`src/design/xor_checked_frame_receiver_unit_macros.svh`:
```
// Assertion macros for the XOR-checked frame receiver.
// Included by the RTL files that carry concurrent checks; no other dependencies.
`ifndef XOR_CHECKED_FRAME_RECEIVER_UNIT_MACROS_SVH
`define XOR_CHECKED_FRAME_RECEIVER_UNIT_MACROS_SVH

`ifndef SYNTHESIS
// same-cycle implication
`define XCFR_ASSERT_NOW(label, clk, rstn, ante, cons) \
    label: assert property (@(posedge clk) disable iff (!(rstn)) (ante) |-> (cons)) \
        else $error("xcfr check failed");
// next-cycle implication
`define XCFR_ASSERT_NEXT(label, clk, rstn, ante, cons) \
    label: assert property (@(posedge clk) disable iff (!(rstn)) (ante) |=> (cons)) \
        else $error("xcfr check failed");
`else
`define XCFR_ASSERT_NOW(label, clk, rstn, ante, cons)
`define XCFR_ASSERT_NEXT(label, clk, rstn, ante, cons)
`endif

`endif

```
`src/design/xcfr_pkg.sv`:
```
// Shared types and constants for the XOR-checked frame receiver.
// No dependencies.
package xcfr_pkg;

    // header: four preamble bytes, length, source, destination
    localparam int unsigned PreambleBytes = 4;
    localparam int unsigned HdrBytes      = 7;
    localparam int unsigned PosWidth      = 9;

    localparam logic [31:0] PREAMBLE_RESET = 32'h0102_0304;

    typedef enum logic {
        KIND_PAYLOAD = 1'b0,
        KIND_END     = 1'b1
    } item_kind_t;

    typedef enum logic [1:0] {
        STATUS_OK           = 2'd0,
        STATUS_BAD_PREAMBLE = 2'd1,
        STATUS_BAD_CHECK    = 2'd2
    } frame_status_t;

    typedef struct packed {
        item_kind_t    kind;
        logic [7:0]    data_byte;
        logic [7:0]    source_addr;
        logic [7:0]    dest_addr;
        logic [7:0]    payload_count;
        frame_status_t frame_status;
        logic          last;
    } result_t;

endpackage

```
`src/design/xcfr_in_stage.sv`:
```
// Input register for the frame receiver: holds one received byte.
// Depends on nothing but the clock and reset.
module xcfr_in_stage (
    input  logic       aclk,
    input  logic       aresetn,
    input  logic       s_valid,
    output logic       s_ready,
    input  logic [7:0] s_rx_byte,
    input  logic       pop,
    output logic       byte_valid,
    output logic [7:0] byte_data
);

    logic       valid_reg;
    logic       valid_next;
    logic [7:0] byte_reg;

    // accept when empty or when the held byte is consumed this cycle
    assign s_ready = !valid_reg || pop;

    always_comb begin
        valid_next = valid_reg;
        if (s_valid && s_ready) begin
            valid_next = 1'b1;
        end else if (pop) begin
            valid_next = 1'b0;
        end
    end

    always_ff @(posedge aclk) begin
        if (!aresetn) begin
            valid_reg <= 1'b0;
        end else begin
            valid_reg <= valid_next;
        end
    end

    // payload, no reset
    always_ff @(posedge aclk) begin
        if (s_valid && s_ready) begin
            byte_reg <= s_rx_byte;
        end
    end

    assign byte_valid = valid_reg;
    assign byte_data  = byte_reg;

endmodule

```
`src/design/xcfr_frame_core.sv`:
```
// Frame tracking: position, header capture, running XOR and status.
// Uses xcfr_pkg and the assertion macros header.
`include "xor_checked_frame_receiver_unit_macros.svh"

module xcfr_frame_core (
    input  logic            aclk,
    input  logic            aresetn,
    input  logic            cfg_wr_en,
    input  logic [31:0]     cfg_wr_data,
    input  logic            byte_valid,
    input  logic [7:0]      byte_data,
    input  logic            res_ready,
    output logic            pop,
    output logic            res_valid,
    output xcfr_pkg::result_t res
);
    import xcfr_pkg::*;

    logic [31:0]         preamble_reg;
    logic [PosWidth-1:0] pos_reg;
    logic [PosWidth-1:0] pos_next;
    logic [7:0]          len_reg;
    logic [7:0]          len_next;
    logic [7:0]          src_reg;
    logic [7:0]          src_next;
    logic [7:0]          dst_reg;
    logic [7:0]          dst_next;
    logic [7:0]          xor_reg;
    logic [7:0]          xor_next;
    logic                pre_good_reg;
    logic                pre_good_next;

    logic [7:0]          want_byte;
    logic [PosWidth-1:0] payload_end;
    logic                in_preamble;
    logic                in_header;
    logic                is_payload;
    logic                is_end;

    // a byte is consumed whenever the result side can take its outcome
    assign pop = byte_valid && res_ready;

    // expected preamble byte, first byte in the top lane
    always_comb begin
        case (pos_reg[1:0])
            2'd0:    want_byte = preamble_reg[31:24];
            2'd1:    want_byte = preamble_reg[23:16];
            2'd2:    want_byte = preamble_reg[15:8];
            2'd3:    want_byte = preamble_reg[7:0];
            default: want_byte = preamble_reg[7:0];
        endcase
    end

    assign payload_end = PosWidth'(HdrBytes) + {1'b0, len_reg};
    assign in_preamble = pos_reg < PosWidth'(PreambleBytes);
    assign in_header   = pos_reg < PosWidth'(HdrBytes);
    assign is_payload  = !in_header && (pos_reg < payload_end);
    assign is_end      = !in_header && !is_payload;

    // next frame state
    always_comb begin
        pos_next      = pos_reg;
        len_next      = len_reg;
        src_next      = src_reg;
        dst_next      = dst_reg;
        xor_next      = xor_reg;
        pre_good_next = pre_good_reg;
        if (pop) begin
            if (is_end) begin
                pos_next      = '0;
                xor_next      = '0;
                pre_good_next = 1'b1;
            end else begin
                pos_next = pos_reg + 1'b1;
                xor_next = xor_reg ^ byte_data;
                if (in_preamble && (byte_data != want_byte)) begin
                    pre_good_next = 1'b0;
                end
                if (pos_reg == PosWidth'(PreambleBytes)) begin
                    len_next = byte_data;
                end
                if (pos_reg == PosWidth'(PreambleBytes + 1)) begin
                    src_next = byte_data;
                end
                if (pos_reg == PosWidth'(PreambleBytes + 2)) begin
                    dst_next = byte_data;
                end
            end
        end
    end

    // result for the byte consumed this cycle
    always_comb begin
        res_valid         = pop && !in_header;
        res.source_addr   = src_reg;
        res.dest_addr     = dst_reg;
        res.payload_count = len_reg;
        if (is_end) begin
            res.kind      = KIND_END;
            res.data_byte = '0;
            res.last      = 1'b1;
            if (!pre_good_reg) begin
                res.frame_status = STATUS_BAD_PREAMBLE;
            end else if (xor_reg != byte_data) begin
                res.frame_status = STATUS_BAD_CHECK;
            end else begin
                res.frame_status = STATUS_OK;
            end
        end else begin
            res.kind         = KIND_PAYLOAD;
            res.data_byte    = byte_data;
            res.last         = 1'b0;
            res.frame_status = STATUS_OK;
        end
    end

    always_ff @(posedge aclk) begin
        if (!aresetn) begin
            preamble_reg <= PREAMBLE_RESET;
            pos_reg      <= '0;
            len_reg      <= '0;
            src_reg      <= '0;
            dst_reg      <= '0;
            xor_reg      <= '0;
            pre_good_reg <= 1'b1;
        end else begin
            if (cfg_wr_en) begin
                preamble_reg <= cfg_wr_data;
            end
            pos_reg      <= pos_next;
            len_reg      <= len_next;
            src_reg      <= src_next;
            dst_reg      <= dst_next;
            xor_reg      <= xor_next;
            pre_good_reg <= pre_good_next;
        end
    end

    // position never runs past the check byte of a full-length frame
    `XCFR_ASSERT_NOW(a_pos_range, aclk, aresetn, 1'b1, pos_reg <= PosWidth'(HdrBytes + 255))
    // the check byte returns the frame state to its start values
    `XCFR_ASSERT_NEXT(a_end_clears, aclk, aresetn, pop && is_end, (pos_reg == '0) && (xor_reg == '0) && pre_good_reg)
    // the preamble flag only drops on a preamble byte
    `XCFR_ASSERT_NOW(a_flag_in_preamble, aclk, aresetn, $fell(pre_good_reg), $past(pos_reg) < PosWidth'(PreambleBytes))

endmodule

```
`src/design/xcfr_out_stage.sv`:
```
// Output register for the frame receiver results.
// Uses xcfr_pkg for the result structure.
module xcfr_out_stage (
    input  logic              aclk,
    input  logic              aresetn,
    input  logic              res_valid,
    input  xcfr_pkg::result_t res,
    output logic              res_ready,
    output logic              m_valid,
    input  logic              m_ready,
    output xcfr_pkg::result_t m_res
);
    import xcfr_pkg::*;

    logic    valid_reg;
    logic    valid_next;
    result_t res_reg;

    // free slot, or the held result leaves this cycle
    assign res_ready = !valid_reg || m_ready;

    always_comb begin
        valid_next = valid_reg;
        if (res_ready) begin
            valid_next = res_valid;
        end
    end

    always_ff @(posedge aclk) begin
        if (!aresetn) begin
            valid_reg <= 1'b0;
        end else begin
            valid_reg <= valid_next;
        end
    end

    always_ff @(posedge aclk) begin
        if (res_ready && res_valid) begin
            res_reg <= res;
        end
    end

    assign m_valid = valid_reg;
    assign m_res   = res_reg;

endmodule

```
`src/design/xor_checked_frame_receiver_unit.sv`:
```
// Top level of the XOR-checked frame receiver.
// Uses xcfr_pkg, xcfr_in_stage, xcfr_frame_core and xcfr_out_stage.
//
//  channel   direction  handshake           payload
//  s_        in         s_valid / s_ready   s_rx_byte
//  m_        out        m_valid / m_ready   m_kind .. m_last
//  cfg_      in         cfg_wr_en           cfg_wr_data (preamble)
//
// One byte per cycle while m_ready stays high; a result reaches m_ through the
// input register, then the result register. Header bytes give no result.
// Reset is synchronous on aresetn and clears all frame state.
// When m_ready is low the result register holds, the input register fills
// and s_ready then drops until a result transfer frees space.
module xor_checked_frame_receiver_unit (
    input  logic        aclk,
    input  logic        aresetn,
    input  logic        cfg_wr_en,
    input  logic [31:0] cfg_wr_data,
    input  logic        s_valid,
    output logic        s_ready,
    input  logic [7:0]  s_rx_byte,
    output logic        m_valid,
    input  logic        m_ready,
    output logic        m_kind,
    output logic [7:0]  m_data_byte,
    output logic [7:0]  m_source_addr,
    output logic [7:0]  m_dest_addr,
    output logic [7:0]  m_payload_count,
    output logic [1:0]  m_frame_status,
    output logic        m_last
);
    import xcfr_pkg::*;

    logic       byte_valid;
    logic [7:0] byte_data;
    logic       pop;
    logic       res_valid;
    logic       res_ready;
    result_t    res;
    result_t    m_res;

    xcfr_in_stage u_in (
        .aclk       (aclk),
        .aresetn    (aresetn),
        .s_valid    (s_valid),
        .s_ready    (s_ready),
        .s_rx_byte  (s_rx_byte),
        .pop        (pop),
        .byte_valid (byte_valid),
        .byte_data  (byte_data)
    );

    xcfr_frame_core u_core (
        .aclk        (aclk),
        .aresetn     (aresetn),
        .cfg_wr_en   (cfg_wr_en),
        .cfg_wr_data (cfg_wr_data),
        .byte_valid  (byte_valid),
        .byte_data   (byte_data),
        .res_ready   (res_ready),
        .pop         (pop),
        .res_valid   (res_valid),
        .res         (res)
    );

    xcfr_out_stage u_out (
        .aclk      (aclk),
        .aresetn   (aresetn),
        .res_valid (res_valid),
        .res       (res),
        .res_ready (res_ready),
        .m_valid   (m_valid),
        .m_ready   (m_ready),
        .m_res     (m_res)
    );

    assign m_kind          = m_res.kind;
    assign m_data_byte     = m_res.data_byte;
    assign m_source_addr   = m_res.source_addr;
    assign m_dest_addr     = m_res.dest_addr;
    assign m_payload_count = m_res.payload_count;
    assign m_frame_status  = m_res.frame_status;
    assign m_last          = m_res.last;

endmodule
```
`config.mk`:
```
export PLATFORM = sky130hd
export DESIGN_NAME = xor_checked_frame_receiver_unit
export DESIGN_NICKNAME = d
export VERILOG_FILES = /design/src/design/xcfr_pkg.sv /design/src/design/xcfr_in_stage.sv /design/src/design/xcfr_frame_core.sv /design/src/design/xcfr_out_stage.sv /design/src/design/xor_checked_frame_receiver_unit.sv
export VERILOG_INCLUDE_DIRS = /design/src /design/src/design
export SDC_FILE = /design/constraint.sdc
export NUM_CORES = 1
export LEC_CHECK = 0
export ABC_CLOCK_PERIOD_IN_PS = 2600
export BUFFER_PORTS_ARGS = -buffer_cell sky130_fd_sc_hd__buf_4
export CAP_MARGIN = 20
export CORE_MARGIN = 2
export CORE_UTILIZATION = 28
export DETAILED_ROUTE_END_ITERATION = 10
export PLACE_DENSITY_LB_ADDON = 0.08
export SLEW_MARGIN = 10
export SYNTH_ARGS = -nofsm -noshare
export SYNTH_HDL_FRONTEND = slang
export SYNTH_HIERARCHICAL = 1
export SYNTH_SLANG_ARGS = --single-unit
```
`constraint.sdc`:
```
create_clock -name aclk -period 2.6 [get_ports aclk]
set_input_delay 0.52 -clock aclk [delete_from_list [all_inputs] [get_ports aclk]]
set_output_delay 0.52 -clock aclk [all_outputs]
set_load 0.05 [all_outputs]
```
# Yosys cells after proc, flatten, opt, wreduce, memory -nomap -nowiden
# Cells that the tools add are included.
# W data, S select, Z words.
# totals
ff_bits,120
latch_bits,0
mem_bits_rw,0
mem_bits_ro,0
mem_count,0
# classes
add_sub_neg,2
multipliers,0
n_div,0
order_cmp,3
eq_ne,8
n_shift,0
mux,11
bitwise,2
n_reduce_logical,21
# op_table
operator,count
$pmux W8 S4,1
$eq A9 B3 Y1 const B,3
$lt A9 B3 Y1 const B,2
$mux W9,2
$ne A8 B8 Y1,2
$add A3 B8 Y9 const A,1
$add A9 B1 Y9 const B,1
$lt A9 B9 Y1,1
$reduce_and A3 Y1,3
$mux W8,1
$xor A8 B8 Y8,1
$logic_and A1 B1 Y1,7
$mux W1,6
$eq A2 B2 Y1 const B,2
$logic_not A1 Y1,4
$reduce_and A2 Y1,2
$reduce_bool A2 Y1,2
$eq A2 B1 Y1 const B,1
$logic_not A2 Y1,1
$logic_or A1 B1 Y1,2
$mux W2,1
$not A1 Y1,1

# Longest topological paths before layout
# Gate-level depths: netlist of the first run.
# depth
depth_word,7
depth_mapped,11
depth_no_buf,10

# Cells and area by module
# The synthesis of the first run kept the hierarchy.
# modules_own_cells
mod,n_inst,cells_each,area_each_um2,seq_area_each_um2
xcfr_frame_core,1,385,3636.0,1481.4
xcfr_out_stage,1,41,1138.6,1101.1
xcfr_in_stage,1,13,297.8,260.2

# Least setup slack after synthesis of the first run
# No wires, ideal clock.
# synth_path
path_kind,reg-to-reg
startpoint,register u_core.len_reg[0]
endpoint,"register u_out.res_reg, in the netlist u_out/m_res[0] (data pin)"
setup_ns,0.251
t_arrival_ns,2.489
required_ns,2.349
path_slack_ns,-0.140
path_stages_with_launch,12
n_path_buf,2
period_less_slack_ns,2.740
path_cell_list,dfxtp_1 > inv_1 > ha_1 > a21boi_0 > nand3_1 > ha_1 > a21oi_1 > o21ai_0 > o31ai_4 > clkbuf_1 > inv_1 > buf_4
# synth_lines
element,line,rtl
from (decl),xcfr_frame_core.sv:22,logic [7:0] len_reg;
from (signal assigned),xcfr_frame_core.sv:131,len_reg <= len_next;
to (signal assigned),xcfr_out_stage.sv:39,res_reg <= res;
to (decl),xcfr_out_stage.sv:17,result_t res_reg;

# Worst setup path after layout of the first run
# layout_path
startpoint,register u_core.len_reg[1]
endpoint,register u_core.len_reg[5]
# layout_between
elab_chain_len,7
# layout_rtl
element,line,rtl
$add A3 B8 Y9,xcfr_frame_core.sv:54,"assign payload_end = PosWidth'(HdrBytes) + {1'b0, len_reg};"
$lt A9 B9 Y1,xcfr_frame_core.sv:57,assign is_payload = !in_header && (pos_reg < payload_end);
$logic_and A1 B1 Y1,xcfr_frame_core.sv:57,
$logic_not A1 Y1,xcfr_frame_core.sv:58,assign is_end = !in_header && !is_payload;
$logic_and A1 B1 Y1,xcfr_frame_core.sv:58,
$not A1 Y1 (no line),--,
$reduce_and A3 Y1 (no line),--,
# Every way passes these cells.
# A chain may end at the register's enable or synchronous reset.

==> impl_metrics.py, run 1 <==
metrics = {
    "grt": {
        "overflow": 0,
        "grt_pass1_wl_um": 19040,
        "first_global_vias": 3388,
        "grtUsageTotal": 0.1307,
        "grt_max_degree": 40,
        "antenna_found_initial": 0,
    },
    "floorplanning": {
        "dieArea_um2": 19210,
        "ios": 83,
        "die_w_um": 138.6,
        "rows": 49,
        "start_util": 0.2843,
        "dieHeight_um": 138.6,
        "core_um2": 17840,
    },
    "sta": {
        "post-route-period-util": 0.9346,
        "worstMarginPinSlew_ns": 0.5962,
        "setup_violations": 0,
        "finalSetupTns_ns": 0,
        "slew_headroom": 0.6025,
        "fmax_ghz": 0.4115,
        "clock_skew_ns": 0.006183,
        "hold_viol": 0,
        "slew_viol_final": 0,
        "period_needed_ns": 2.430,
    },
    "drt": {
        "vias_per_cell": 4.392,
        "ant_nets": 0,
        "wl_met1_um": 5673,
        "drt_iter0_drc": 220,
        "routed-wl-met2_um": 5572,
        "wl_met3_um": 698,
        "wirelength_um": 12110,
        "drc_errors": 0,
        "dr.pass1.iters": 6,
        "wire_per_inst_um": 15.61,
        "highest_layer": "met4",
        "vias": 3408,
    },
    "cells_and_area": {
        "area_growth_syn_to_layout_pct": 32.07,
        "layout.nets": 592,
        "ff_latch_area_um2": 2843,
        "layout_commonest_cell": "buf_4",
        "postLayoutCoreUtil": 0.3755,
        "diodes": 0,
        "fillCellCount": 1765,
        "multiInputGateArea_um2": 2082,
        "layout_common_cells": "buf_4, dfxtp_1, mux2i_1",
        "drive_gt1_frac": 0.2724,
        "largest_reg_flops": 36,
        "final_area_um2": 6699,
    },
    "hold_path": {
        "holdCritStartpoint": "s_rx_byte[5]",
        "min_to": "u_in/byte_data[5]$_DFFE_PP_",
        "hold_class": "in -> reg",
        "min_path_cells": 1,
    },
    "critical_path": {
        "start_kind": "flip-flop",
        "crit_required_ns": 2.89,
        "cp_slowest_cell": "dfxtp_1",
        "r2r-start": "u_core/len_reg[1]$_SDFFE_PN0P_",
        "path_delay_family": "compound AO/OA/AOI/OAI gates",
        "path_class": "reg -> reg",
        "path_max_fanout": 8,
        "max_stage_delay_ns": 0.33,
        "timing.rr.end": "u_core/len_reg[5]$_SDFFE_PN0P_",
        "reg2reg_depth": 11,
        "cp-end-kind": "flip-flop",
        "critPathArrivalTime_ns": 2.72,
        "startpoint": "u_core/len_reg[1]$_SDFFE_PN0P_",
        "critPathBufInv": 2,
        "reg2reg_slack_ns": 0.17,
        "path_cells": "inv_1 > ha_2 > a21boi_1 > xnor2_1 > ha_1 > a21oi_1 > nor3_2 > o31ai_4 > buf_12 > nand4_4 > mux2i_1",
    },
    "power_and_ir_drop": {
        "p_per_area_nw_per_um2": 733.1,
        "finalPower_w": 0.004911,
        "p_int_w": 0.003840,
        "power_frac_seq": 0.417,
        "p_sw_w": 0.001071,
        "switching_share": 0.2181,
        "p_leak_nw": 2.920,
        "comb_power_share": 0.062,
        "ir_worst_vdd_mv": 0.4127,
        "p_clk_frac": 0.521,
    },
    "yosys": {
        "async_flop_share": 0,
        "ys_ff_latch": 120,
        "synthTopCellsByArea": "dfxtp_1, edfxtp_1, mux2i_1",
        "synth_ff_type": "dfxtp_1",
        "yosysUniqueCellTypes": 36,
        "ys_seq_area_frac": 0.5604,
        "netlist.area_leader.share": 0.3000,
        "yosysWarnings": 6,
        "synth_edf_count": 44,
        "synth_top_cell_by_area": "dfxtp_1",
        "syn_inst": 439,
        "avgSynthCellArea_um2": 11.55,
        "netlist_area_um2": 5072,
        "synth_nets": 497,
    },
    "clocking": {
        "clock-sinks": 120,
        "tritoncts": "done",
        "clkTransAtPathRegs_ns": 0.05,
        "cts_root_buffer": "clkbuf_16",
        "cts_buffers": 17,
        "insertion_delay_ns": 0.41,
        "cts_hold_buf": 0,
        "htree_levels": 4,
        "cts_buffer_depth": 2,
    },
    "place": {
        "hpwlAfterDp_um": 8582,
        "numPortBuffers": 82,
        "placed_area_um2": 6018,
        "place.gp.congestion": 0.7441,
    },
    "run": {
        "cap_violations": 0,
    },
    "run_status": {
        "status": "finished clean",
    },
}
==> worst reg2reg max path: cells and delay by family, from the launching register on <==
family	cells	cell delay (ns)
buffers and inverters	2	0.22
multiplexers	1	0.20
flip-flops	1	0.33
AND/OR/NAND/NOR	2	0.26
AO/OA/AOI/OAI	3	0.68
XOR/XNOR	1	0.16
adder cells (fa/ha/maj)	2	0.46
==> how the worst max path moves through the flow <==
stage / end / depth (start not counted)
after floorplan: u_out/m_res[0]$_DFFE_PP_ / 11
after global placement: u_out/m_res[28]$_DFFE_PP_ / 10
after detailed placement: u_core/src_reg[0]$_SDFFE_PN0P_ / 11
after CTS: u_core/len_reg[5]$_SDFFE_PN0P_ / 11
after global routing: u_core/len_reg[1]$_SDFFE_PN0P_ / 11
final: u_core/len_reg[5]$_SDFFE_PN0P_ / 11
==> power by group through the flow <==
stage                     clock (W)  sequential (W)  combinational [W]
final                       0.00256         0.00205           0.000304
after global routing        0.00272         0.00206           0.000335
after CTS                   0.00263         0.00205           0.000310
after detailed placement          0         0.00209           0.000308
after global placement            0         0.00209           0.000306
after floorplan                   0         0.00206           0.000203
==> metrics by stage <==
| step | instances | worst slack [ns] | hold WS [ns] |
|---|---|---|---|
| CTS | 776 | 0.008876 | 0.2571 |
| finish | 776 | 0.1701 | 0.2801 |
| detailed placement | 744 | -0.05815 | 0.4207 |
| floorplan | 439 | 0.04498 | 0.4081 |
| global route | 776 | -0.04824 | 0.2577 |
| global placement | 744 | 0.06708 | 0.4212 |
==> cell usage after synthesis (4+ instances only) <==
library cell / number
nand2_1: 51
nand4_1: 6
mux2i_1: 63
edfxtp_1: 44
nor2_1: 45
ha_1: 13
a21oi_1: 4
inv_1: 21
nand3_1: 9
dfxtp_1: 76
and2_1: 8
xor2_1: 16
clkbuf_1: 16
xnor2_1: 22
a222oi_1: 8
==> area by class of cell <==
cell class                      instances  area share
Clock inverter                         13     0.02858
Sequential cell                       120      0.4244
Inverter                               21     0.01177
Tap cell                              229     0.04277
Clock buffer                           19     0.06929
Multi-Input combinational cell        277      0.3108
Timing Repair Buffer                   97      0.1124
==> logic make-up after synthesis <==
group,synth area share
AOI/OAI and AO/OA,0.04687
adders and majority gates,0.03207
muxes,0.1243
buffers and inverters,0.03404
xor gates and xnor gates,0.06561
and+or+nand+nor,0.1367
DFF,0.5604
==> layer usage <==
| layer | GRT usage | vias to the layer above |
|---|---|---|
| met1 | 0.1751 | 1591 |
| li1 | - | 1712 |
| met5 | 0 | - |
| met2 | 0.1952 | 93 |
| met3 | 0.04696 | 12 |
| met4 | 0.04672 | 0 |
==> what timing repair did <==
item | in CTS | in global routing
gates resized for setup | 3 | 5
pin swaps | 1 | 7
setup endpoints to repair | 32 | 54
endpoints found under the hold margin | 0 | 0
setup buffers | 0 | 0
Power figures use the tool's default switching activity.
==> run 2, diff against run 1 <==
--- a/config.mk
+++ b/config.mk
@@ -6,7 +6,7 @@
 export SDC_FILE = /design/constraint.sdc
 export NUM_CORES = 1
 export LEC_CHECK = 0
-export ABC_CLOCK_PERIOD_IN_PS = 2600
+export ABC_CLOCK_PERIOD_IN_PS = 2850
 export BUFFER_PORTS_ARGS = -buffer_cell sky130_fd_sc_hd__buf_4
 export CAP_MARGIN = 20
 export CORE_MARGIN = 2
@@ -16,5 +16,4 @@
 export SLEW_MARGIN = 10
 export SYNTH_ARGS = -nofsm -noshare
 export SYNTH_HDL_FRONTEND = slang
-export SYNTH_HIERARCHICAL = 1
 export SYNTH_SLANG_ARGS = --single-unit
==> constraint.sdc (replaced) <==
create_clock -name aclk -period 2.85 [get_ports aclk]
set_input_delay 0.57 -clock aclk [delete_from_list [all_inputs] [get_ports aclk]]
set_output_delay 0.57 -clock aclk [all_outputs]
set_load 0.05 [all_outputs]
==> run 2 against run 1 <==
Effect of this change:
- combinational power down 18%
- clock power down 28%
- cell count down 1.3%
- first-iteration DRC count down 45%
- count of clock-buffer cells in the layout up 4
==> impl_metrics.py, run 2 <==
metrics = {
    "run_status": {
        "status": "finished clean",
    },
    "place": {
        "hpwlAfterDp_um": 8643,
        "numPortBuffers": 82,
        "place.gp.congestion": 0.8344,
    },
    "yosys": {
        "synth_top_cell_by_area": "dfxtp_1",
        "ys_ff_latch": 119,
        "yosysWarnings": 0,
        "synth_edf_count": 43,
        "synthTopCellsByArea": "dfxtp_1, edfxtp_1, mux2i_1",
        "yosysUniqueCellTypes": 43,
        "synth_nets": 495,
        "netlist_area_um2": 5261,
        "avgSynthCellArea_um2": 12.07,
        "ys_seq_area_frac": 0.5346,
        "synth_ff_type": "dfxtp_1",
        "netlist.area_leader.share": 0.2892,
        "syn_inst": 436,
        "synth_most_common_cell": "dfxtp_1",
        "ys_top_cells_by_count": "dfxtp_1, mux2i_1, nor2b_1, edfxtp_1, nor2_1",
        "async_flop_share": 0,
    },
    "drt": {
        "vias_per_cell": 4.311,
        "vias": 3302,
        "wirelength_um": 12390,
        "wire_per_inst_um": 16.18,
        "drt_iter0_drc": 120,
        "ant_nets": 0,
        "dr.pass1.iters": 4,
        "drc_errors": 0,
    },
    "sta": {
        "rsz0062_at_grt": "false",
        "slew_viol_final": 0,
        "finalSetupTns_ns": 0,
        "worstMarginPinSlew_ns": 0.5956,
        "hold_ws_ns": 0.3367,
        "slew_headroom": 0.6029,
        "fmax_ghz": 0.3833,
        "hold_viol": 0,
        "period_needed_ns": 2.609,
        "post-route-period-util": 0.9153,
        "clock_skew_ns": 0.01155,
        "setup_violations": 0,
    },
    "clocking": {
        "cts_hold_buf": 0,
        "insertion_delay_ns": 0.41,
        "htree_levels": 4,
        "cts_buffer_depth": 2,
        "cts_buffers": 17,
        "cts_root_buffer": "clkbuf_16",
        "clkTransAtPathRegs_ns": 0.05,
        "clock-sinks": 119,
        "tritoncts": "done",
    },
    "floorplanning": {
        "die_w_um": 141.1,
        "rows": 50,
        "dieHeight_um": 141.1,
        "ios": 83,
        "start_util": 0.2832,
        "core_um2": 18580,
        "dieArea_um2": 19900,
    },
    "critical_path": {
        "path_cells": "inv_1 > ha_1 > a21oi_2 > xnor2_1 > ha_1 > a21oi_1 > o21ai_2 > a211oi_4 > buf_4 > nand3_4 > mux2i_1 > nor2b_1",
        "r2r-start": "u_core.len_reg[0]$_SDFFE_PN0P_",
        "path_max_fanout": 8,
        "reg2reg_slack_ns": 0.24,
        "crit_end": "u_core.dst_reg[3]$_SDFFE_PN0P_",
        "cp_slowest_cell": "dfxtp_1",
        "critPathArrivalTime_ns": 2.91,
        "cp_common_cell": "ha_1",
        "crit_required_ns": 3.15,
        "reg2reg_depth": 12,
        "cp-end-kind": "flip-flop",
        "path_class": "reg -> reg",
        "max_stage_delay_ns": 0.39,
        "timing.rr.end": "u_core.dst_reg[3]$_SDFFE_PN0P_",
        "startpoint": "u_core.len_reg[0]$_SDFFE_PN0P_",
        "start_kind": "flip-flop",
    },
    "cells_and_area": {
        "postLayoutCoreUtil": 0.3516,
        "diodes": 0,
        "layout_common_cells": "buf_4, dfxtp_1, mux2i_1",
        "layout_commonest_cell": "buf_4",
        "area_growth_syn_to_layout_pct": 24.16,
        "multiInputGateArea_um2": 2162,
        "largest_reg_flops": 35,
        "drive_gt1_frac": 0.2481,
        "fillCellCount": 1837,
        "ff_latch_area_um2": 2813,
        "layout.nets": 578,
    },
    "power_and_ir_drop": {
        "finalPower_w": 0.003956,
        "power_frac_seq": 0.471,
        "p_leak_nw": 2.739,
        "p_per_area_nw_per_um2": 605.5,
        "p_sw_w": 0.0009121,
        "switching_share": 0.2306,
        "comb_power_share": 0.063,
        "p_clk_frac": 0.466,
        "p_int_w": 0.003043,
        "ir_worst_vdd_mv": 0.4007,
    },
    "grt": {
        "overflow": 0,
        "grt_pass1_wl_um": 19710,
        "antenna_found_initial": 0,
        "grt_max_degree": 59,
        "first_global_vias": 3571,
        "grtUsageTotal": 0.1313,
    },
    "hold_path": {
        "hold_class": "in -> reg",
    },
    "run": {
        "cap_violations": 0,
    },
}
run 2: cell count changes in the layout (fill, tap and decap cells not counted), moves of 7 or more:
cell and delta:
buf_4 -7, inv_1 -7, nand2_1 -32, nor2_1 -22, nor2b_1 +59
run 2: cell type report:
class	count	share of cell area
clock buffers	23	0.06857
clock inverters	9	0.008619
inverters	16	0.009194
multi-input cells	275	0.3310
flip-flops and latches	119	0.4306
well taps	234	0.04482
repair buffers	90	0.1073
run 2: metrics by stage:
stage / area, um^2 / setup WS [ns] / cells
4_1_cts: 6501 / 0.003654 / 765
3_5_place_dp: 5997 / 0.03380 / 733
6_report: 6533 / 0.2413 / 766
2_1_floorplan: 5261 / 0.4572 / 436
5_1_grt: 6533 / 0.03927 / 766
3_3_place_gp: 5997 / 0.1145 / 733
run 2: worst min path at each step:
| stage | endpoint | startpoint | cells past startpoint |
|---|---|---|---|
| floorplan | u_out.m_res[11]$_DFFE_PP_ | u_core.dst_reg[0]$_SDFFE_PN0P_ | 0 |
| global placement | u_out.m_res[12]$_DFFE_PP_ | u_core.dst_reg[1]$_SDFFE_PN0P_ | 0 |
| detailed placement | u_out.m_res[12]$_DFFE_PP_ | u_core.dst_reg[1]$_SDFFE_PN0P_ | 0 |
| CTS | u_in.byte_data[7]$_DFFE_PP_ | s_rx_byte[7] | 1 |
| global route | u_in.byte_data[4]$_DFFE_PP_ | s_rx_byte[4] | 1 |
| finish | u_in.byte_data[7]$_DFFE_PP_ | s_rx_byte[7] | 1 |
run 2: critical path, delay by kind of cell, from the launching register on:
family	cells	cell delay (ns)
AO/OA/AOI/OAI	4	0.71
XOR/XNOR	1	0.15
adder cells (fa/ha/maj)	2	0.51
buffers and inverters	2	0.25
flip-flops	1	0.39
multiplexers	1	0.23
AND/OR/NAND/NOR	2	0.24
run 2: cells by family after synthesis:
kind of cell | Yosys count | synth area share
simple gates | 132 | 0.1465
mux | 63 | 0.1199
flops | 119 | 0.5346
compound gates | 28 | 0.04352
buf+inv | 42 | 0.05898
fa+ha+maj | 14 | 0.03329
xor+xnor | 38 | 0.06326
run 2: what timing repair did:
action | in CTS | in global routing
setup buffers | 0 | 1
hold endpoints to repair | 0 | 0
setup endpoints to repair | 0 | 30
resized for setup | 0 | 5
run 2: metal layers:
layer	share of wire	track usage	up-vias
li1	-	-	1657
met3	0.040	0.04076	13
met2	0.48	0.2161	71
met1	0.47	0.1657	1561
met4	0.015	0.03895	0
met5	0	0	-
run 2: power by group through the flow:
| stage | logic, W | registers (W) | clock network (W) |
|---|---|---|---|
| detailed placement | 0.000255 | 0.00190 | 0 |
| CTS | 0.000256 | 0.00186 | 0.00189 |
| finish | 0.000250 | 0.00186 | 0.00184 |
| global placement | 0.000252 | 0.00190 | 0 |
| global route | 0.000278 | 0.00187 | 0.00198 |
| floorplan | 0.000215 | 0.00186 | 0 |
